<file path="src/hdl/aff_pkg.sv">
package aff_pkg;

    localparam int COORD_FRAC_BITS  = 16;
    localparam int MATRIX_FRAC_BITS = 24;
    localparam int CORDIC_STEPS     = 24;
    localparam int CORDIC_N         = (CORDIC_STEPS > 32) ? 32 : CORDIC_STEPS;
    localparam int CNT_W            = (CORDIC_N > 1) ? $clog2(CORDIC_N) : 1;

    localparam int COORD_W = 32;
    localparam int MAT_W   = 40;
    localparam int ACC_W   = 54;
    localparam int OPA_W   = 34;
    localparam int OPB_W   = 42;
    localparam int PROD_W  = OPA_W + OPB_W;
    localparam int CW      = 36;
    localparam int MSHIFT  = MATRIX_FRAC_BITS - COORD_FRAC_BITS;

    localparam logic signed [CW-1:0] Q30_ONE     = 36'sd1073741824;
    localparam logic signed [CW-1:0] PI_Q30      = 36'sd3373259426;
    localparam logic signed [CW-1:0] HALF_PI_Q30 = 36'sd1686629713;
    localparam longint GAIN_INF  = 64'sd652032874;
    localparam longint GAIN_CORR = 64'sd434688583;
    localparam longint GAIN_START = GAIN_INF +
        ((2 * CORDIC_N < 31) ? (GAIN_CORR >>> (2 * CORDIC_N)) : 64'sd0);

    localparam logic [1:0] KIND_RESET  = 2'd0;
    localparam logic [1:0] KIND_TRANS  = 2'd1;
    localparam logic [1:0] KIND_ROTATE = 2'd2;
    localparam logic [1:0] KIND_APPLY  = 2'd3;

    typedef enum logic [3:0] {
        ST_IDLE, ST_CHECK, ST_CORDIC, ST_RMAT, ST_UVEC, ST_LMUL, ST_TMUL,
        ST_COMMIT, ST_APPLY, ST_OUT
    } state_t;

    typedef enum logic [3:0] {
        OP_NONE, OP_LOAD, OP_CSTEP, OP_RMAT, OP_UVEC, OP_LMUL, OP_TMUL,
        OP_COMMIT, OP_APPLY, OP_OUT
    } op_t;

    typedef struct packed {
        op_t              op;
        logic [1:0]       i;
        logic [1:0]       j;
        logic [1:0]       k;
        logic [1:0]       sub;
        logic             phase;
        logic             first;
        logic             last;
        logic [CNT_W-1:0] cstep;
    } cmd_t;

    typedef struct packed {
        logic rot_ok;
    } stat_t;

    function automatic logic [29:0] atan_q30(input logic [4:0] idx);
        logic [29:0] v;
        case (idx)
            5'd0:  v = 30'd843314856;
            5'd1:  v = 30'd497837829;
            5'd2:  v = 30'd263043836;
            5'd3:  v = 30'd133525158;
            5'd4:  v = 30'd67021686;
            5'd5:  v = 30'd33543515;
            5'd6:  v = 30'd16775850;
            5'd7:  v = 30'd8388437;
            5'd8:  v = 30'd4194282;
            5'd9:  v = 30'd2097149;
            5'd10: v = 30'd1048575;
            5'd11: v = 30'd524287;
            5'd12: v = 30'd262143;
            5'd13: v = 30'd131071;
            5'd14: v = 30'd65535;
            5'd15: v = 30'd32767;
            5'd16: v = 30'd16383;
            5'd17: v = 30'd8191;
            5'd18: v = 30'd4095;
            5'd19: v = 30'd2047;
            5'd20: v = 30'd1023;
            5'd21: v = 30'd511;
            5'd22: v = 30'd255;
            5'd23: v = 30'd127;
            5'd24: v = 30'd63;
            5'd25: v = 30'd31;
            5'd26: v = 30'd15;
            5'd27: v = 30'd8;
            5'd28: v = 30'd4;
            5'd29: v = 30'd2;
            5'd30: v = 30'd1;
            default: v = 30'd0;
        endcase
        return v;
    endfunction

    function automatic logic signed [MAT_W-1:0] sat_mat(input logic signed [ACC_W-1:0] v);
        logic signed [ACC_W-1:0] hi;
        logic signed [ACC_W-1:0] lo;
        hi = ACC_W'((64'sd1 <<< (MAT_W - 1)) - 64'sd1);
        lo = -hi - ACC_W'(1);
        if (v > hi) begin
            return hi[MAT_W-1:0];
        end else if (v < lo) begin
            return lo[MAT_W-1:0];
        end
        return v[MAT_W-1:0];
    endfunction

endpackage

</file>
<file path="src/hdl/aff_ctrl.sv">
module aff_ctrl
    import aff_pkg::*;
(
    input  logic       aclk,
    input  logic       aresetn,
    input  logic       s_valid,
    input  logic [1:0] s_kind,
    output logic       s_ready,
    output logic       m_valid,
    input  logic       m_ready,
    input  stat_t      stat,
    output cmd_t       cmd
);

    state_t           state_reg, state_next;
    logic [1:0]       i_reg, i_next, j_reg, j_next, k_reg, k_next, sub_reg, sub_next;
    logic             ph_reg, ph_next, mvalid_reg, mvalid_next;
    logic [CNT_W-1:0] cnt_reg, cnt_next;
    logic             last_sub;

    // Diagonal entries of the rotation have no sine term.
    assign last_sub = (sub_reg == 2'd2) || ((sub_reg == 2'd1) && (i_reg == j_reg));

    always_ff @(posedge aclk) begin
        if (!aresetn) begin
            state_reg  <= ST_IDLE;
            i_reg      <= '0;
            j_reg      <= '0;
            k_reg      <= '0;
            sub_reg    <= '0;
            ph_reg     <= 1'b0;
            cnt_reg    <= '0;
            mvalid_reg <= 1'b0;
        end else begin
            state_reg  <= state_next;
            i_reg      <= i_next;
            j_reg      <= j_next;
            k_reg      <= k_next;
            sub_reg    <= sub_next;
            ph_reg     <= ph_next;
            cnt_reg    <= cnt_next;
            mvalid_reg <= mvalid_next;
        end
    end

    always_comb begin
        state_next  = state_reg;
        i_next      = i_reg;
        j_next      = j_reg;
        k_next      = k_reg;
        sub_next    = sub_reg;
        ph_next     = ph_reg;
        cnt_next    = cnt_reg;
        mvalid_next = mvalid_reg && !m_ready;
        case (state_reg)
            ST_IDLE: begin
                i_next   = '0;
                j_next   = '0;
                k_next   = '0;
                sub_next = '0;
                ph_next  = 1'b0;
                cnt_next = '0;
                if (s_valid) begin
                    case (s_kind)
                        KIND_ROTATE: state_next = ST_CHECK;
                        KIND_APPLY:  state_next = ST_APPLY;
                        default:     state_next = ST_IDLE;
                    endcase
                end
            end
            ST_CHECK: begin
                state_next = stat.rot_ok ? ST_CORDIC : ST_IDLE;
            end
            ST_CORDIC: begin
                cnt_next = cnt_reg + CNT_W'(1);
                if (cnt_reg == CNT_W'(CORDIC_N - 1)) begin
                    state_next = ST_RMAT;
                end
            end
            ST_RMAT: begin
                ph_next = !ph_reg;
                if (ph_reg) begin
                    if (last_sub) begin
                        sub_next = '0;
                        if (j_reg == 2'd2) begin
                            j_next = '0;
                            if (i_reg == 2'd2) begin
                                i_next     = '0;
                                state_next = ST_UVEC;
                            end else begin
                                i_next = i_reg + 2'd1;
                            end
                        end else begin
                            j_next = j_reg + 2'd1;
                        end
                    end else begin
                        sub_next = sub_reg + 2'd1;
                    end
                end
            end
            ST_UVEC: begin
                state_next = ST_LMUL;
            end
            ST_LMUL: begin
                ph_next = !ph_reg;
                if (ph_reg) begin
                    if (k_reg == 2'd2) begin
                        k_next = '0;
                        if (j_reg == 2'd2) begin
                            j_next = '0;
                            if (i_reg == 2'd2) begin
                                i_next     = '0;
                                state_next = ST_TMUL;
                            end else begin
                                i_next = i_reg + 2'd1;
                            end
                        end else begin
                            j_next = j_reg + 2'd1;
                        end
                    end else begin
                        k_next = k_reg + 2'd1;
                    end
                end
            end
            ST_TMUL: begin
                ph_next = !ph_reg;
                if (ph_reg) begin
                    if (k_reg == 2'd2) begin
                        k_next = '0;
                        if (i_reg == 2'd2) begin
                            state_next = ST_COMMIT;
                        end else begin
                            i_next = i_reg + 2'd1;
                        end
                    end else begin
                        k_next = k_reg + 2'd1;
                    end
                end
            end
            ST_COMMIT: begin
                state_next = ST_IDLE;
            end
            ST_APPLY: begin
                ph_next = !ph_reg;
                if (ph_reg) begin
                    if (k_reg == 2'd3) begin
                        k_next = '0;
                        if (i_reg == 2'd2) begin
                            state_next = ST_OUT;
                        end else begin
                            i_next = i_reg + 2'd1;
                        end
                    end else begin
                        k_next = k_reg + 2'd1;
                    end
                end
            end
            ST_OUT: begin
                if (!mvalid_reg || m_ready) begin
                    mvalid_next = 1'b1;
                    state_next  = ST_IDLE;
                end
            end
            default: begin
                state_next = ST_IDLE;
            end
        endcase
    end

    always_comb begin
        cmd       = '0;
        cmd.op    = OP_NONE;
        cmd.i     = i_reg;
        cmd.j     = j_reg;
        cmd.k     = k_reg;
        cmd.sub   = sub_reg;
        cmd.phase = ph_reg;
        cmd.cstep = cnt_reg;
        s_ready   = 1'b0;
        case (state_reg)
            ST_IDLE: begin
                s_ready = 1'b1;
                if (s_valid) begin
                    cmd.op = OP_LOAD;
                end
            end
            ST_CORDIC: cmd.op = OP_CSTEP;
            ST_RMAT: begin
                cmd.op    = OP_RMAT;
                cmd.first = (sub_reg != 2'd2);
                cmd.last  = last_sub;
            end
            ST_UVEC: cmd.op = OP_UVEC;
            ST_LMUL: begin
                cmd.op    = OP_LMUL;
                cmd.first = (k_reg == 2'd0);
                cmd.last  = (k_reg == 2'd2);
            end
            ST_TMUL: begin
                cmd.op    = OP_TMUL;
                cmd.first = (k_reg == 2'd0);
                cmd.last  = (k_reg == 2'd2);
            end
            ST_COMMIT: cmd.op = OP_COMMIT;
            ST_APPLY: begin
                cmd.op    = OP_APPLY;
                cmd.first = (k_reg == 2'd0);
                cmd.last  = (k_reg == 2'd3);
            end
            ST_OUT: begin
                if (!mvalid_reg || m_ready) begin
                    cmd.op = OP_OUT;
                end
            end
            default: cmd.op = OP_NONE;
        endcase
    end

    assign m_valid = mvalid_reg;

endmodule

</file>
<file path="config.mk">
export PLATFORM = sky130hd
export DESIGN_NAME = aff_ctrl
export DESIGN_NICKNAME = d
export VERILOG_FILES = /design/src/hdl/aff_pkg.sv /design/src/hdl/aff_ctrl.sv
export SDC_FILE = /design/constraint.sdc
export NUM_CORES = 1
export LEC_CHECK = 0
export BUFFER_PORTS_ARGS = -buffer_cell sky130_fd_sc_hd__clkbuf_2
export CAP_MARGIN = 40
export CORE_AREA = 3 3 58 60
export CTS_BUF_LIST = sky130_fd_sc_hd__clkbuf_16
export DETAILED_ROUTE_END_ITERATION = 10
export DIE_AREA = 0 0 61 63
export PLACE_DENSITY = 0.86
export SLEW_MARGIN = 40
export SYNTH_ARGS = -nofsm -noshare
export SYNTH_HDL_FRONTEND = slang
export SYNTH_SLANG_ARGS = --single-unit
</file>
<file path="constraint.sdc">
create_clock -name aclk -period 1.8 [get_ports aclk]
set_input_delay 0.09 -clock aclk [delete_from_list [all_inputs] [get_ports aclk]]
set_output_delay 0.09 -clock aclk [all_outputs]
set_load 0.01 [all_outputs]
</file>
==> results.md <==
- RSZ-0062 raised after global routing: yes
- Unique masters post-synth: 57
- DR WL/cell: 18.6 µm
- Min-delay worst type: input pin to register
- Worst-path clk slew: 60 ps
- Die X: approximately 60 µm
- Pleak: roughly 0.94 nW
- Worst R2R Start: state_reg[1]
- Synth warn: 0
- DPL Wire Length: approximately 3200 µm
- FF+latch count, synth: 19
- Crit start category: register
- Nets: about 260
- Port Buffer Count: 28
- Max-cap violation count: 0
- Total gr overflow: 0
- Rows: 20
- Layout Cell Area excl Fill: between 2000 and 2500 µm²
- DRC errors left: 0
- EDFF count, synth: 0
- Share of the yosys chip area belonging to registers: about a quarter
- Num CTS Buffers: 3
- Iter 0 DRT Violations: 108
- Vias in the first global route: about 1,600
- Top post-synthesis cells by area: dfxtp_1 24%, ha_1 8.7%, nor2_1 4.0%
- Worst setup EP type: register
- Layout Skew: between 2 and 3 ps
- # diodes: 0
- Critical Path Start: state_reg[1]
- CORE AREA: 2980 µm²
- Antenna violations before repair: 0
- Via density: approximately 6.3
- Fmax: between 500 and 600 MHz
- Min Hold Slack: approximately 170 ps
- CTS tree: done
- Status: finished with violations
- Mapped Cells: around 190
- Pre-antenna DRT Iters: 5
- Final setup margin: -30.8 ps
- Slew HR: 64.8%
- Cell taking the most area after synthesis: dfxtp_1
- FF-to-FF path depth: 6
- Final wirelength: 5150 µm
- Final Cycle Share: 102%
- Arrival time worst endpoint: 1990 ps
- Gp weighted congestion: about 0.94
- Die Y: about 63 µm
- Crit path to: state_reg[0]
- P per Cell Area: a little over 800 nW/µm²
- Placed cell area: ~1900 µm²
- Post-synthesis average cell area: about 8 µm²
- Failing checks: setup timing
- Reg2reg setup slack: -30 ps
- Synthesized net count: 210
- H-tree levels: 1
- DR vias: roughly 1,800
- Initial Utilization: a little over half
- Antenna-violating nets left: 0
- Maximum root-to-sink buffer count: 2
- First-pass GRT wire length: between 7000 and 8000 µm
- Clock tree sinks: 19
- Setup WS pre-CTS: -39.6 ps
- Worst path required time: approximately 2000 ps
- Die ar.: 3840 µm²
- I/O pins: 29
- Worst-Margin Slew: around 530 ps
- Hold Crit Depth: 4
- Setup TNS: -60.1 ps
- Post-synth top area share: between 20% and 30%
- Clk Latency, worst-skew pair: 250 ps
- Hold Path Origin: m_ready
- Final Setup Violations: 2
- Largest net degree at the start of global routing: 14
- Gr usage total: between 20% and 30%
- Share of cells above drive strength 1: 43.0%
- CP max FO: 4
- Max VDD drop: 0.550 mV
- Asr flop ratio synth: 0%
- Number of flip-flops under the largest register name: 5
- Final Hold Vio Count: 0
- Synthesized area: roughly 1600 µm²
- Crit Reg-Reg Endpoint: state_reg[0]
- Max Slew Vio Count: 0
- Clock Tree Root: clkbuf_16
- Ys flop type: dfxtp_1
- Layout area overhead: 38.4%
- Post-route minimum period: approximately 1800 ps
- Crit Path Category: register to register
[final cells by class]
class / count / area (µm²)
Clock inverter: 1 / 5.00
Inverter: 17 / 63.8
Clock buffer: 3 / 75.1
Timing Repair Buffer: 60 / 408
Multi-Input combinational cell: 144 / 1190
Sequential cell: 19 / 404
Tap cell: 33 / 41.3
Fill cell: 209 / 792
[cells in the final DEF (no fill, tap or decap), drive strengths merged, types with 3 or more instances in the layout]
master,synthesis,routed
inv,17,17
buf,7,32
nor2b,4,4
xor2,3,3
o32ai,3,3
o21ai,10,10
nand2,12,12
nand4,4,4
nand3,7,7
nor3,5,5
nor2,17,17
ha,11,11
clkbuf,5,31
a31oi,3,3
a21oi,9,9
xnor2,4,4
nand2b,5,5
dfxtp,19,19
mux2i,4,4
[where the power goes]
group	total (mW)	leakage, nW	switching (mW)	internal, mW
combinational	0.814	0.742	0.433	0.381
clock	0.467	0.0409	0.169	0.298
sequential	0.504	0.160	0.0502	0.453
total	1.78	0.943	0.652	1.13
[worst min-delay path by stage]
stage          endpoint  slack, ps
2_1_floorplan   m_valid        310
3_3_place_gp    m_valid        440
3_5_place_dp    m_valid        440
4_1_cts         m_valid        180
5_1_grt        i_reg[0]        200
6_report        m_valid        170
[cell families (layout without fill, tap and decap cells)]
kind of cell	after synthesis	count (layout)	synth area share, %
AO/OA/AOI/OAI	51	51	25.5
multiplexers	4	4	2.54
buffers and inverters	29	81	8.64
AND/OR/NAND/NOR	71	71	26.1
adder cells (fa/ha/maj)	11	11	8.72
flip-flops	19	19	24.1
XOR/XNOR	7	7	4.36
[per-layer routing]
metal  global-route usage (%)  vias up  share of wire [%]
met5                        0        -                  0
met4                     4.88        0                2.1
met3                     2.89       13                7.5
met2                     40.9      103                 52
met1                     34.0      828                 38
li1                         -      811                  -
[what timing repair did]
action                                  CTS  global route
gates resized for setup                   7            32
pin swaps                                 3             9
buffers inserted                          3             6
endpoints found under the setup margin    4            11
hold buffers                              0             0
[Yosys cell counts (3+ instances only)]
master	instances
buf_4	3
nand2_1	12
xor2_1	3
nand3_1	6
inv_1	15
nor2b_1	4
nor3_1	4
nor2_1	17
a31oi_1	3
nand4_1	4
o21ai_0	10
o32ai_2	3
ha_1	11
a21oi_1	8
xnor2_1	3
clkbuf_1	5
mux2i_1	4
dfxtp_1	19
nand2b_1	5
[per-stage QoR]
| step | total power [mW] | utilization, % | instances |
|---|---|---|---|
| CTS | 1.65 | 66.8 | 271 |
| finish | 1.78 | 73.4 | 277 |
| global placement | 1.13 | 62.9 | 264 |
| floorplan | 0.911 | - | 192 |
| detailed placement | 1.15 | 62.9 | 264 |
| global route | 1.87 | 73.4 | 277 |
[worst max-delay path, cell delays in order (launching register included)]
cell      delay, ps
dfxtp_4         360
or4b_4          580
o211ai_1        200
a21oi_2         130
nand3_2         130
buf_4           130
mux2i_1         210
Note: power is estimated with default switching activity, not from simulation.
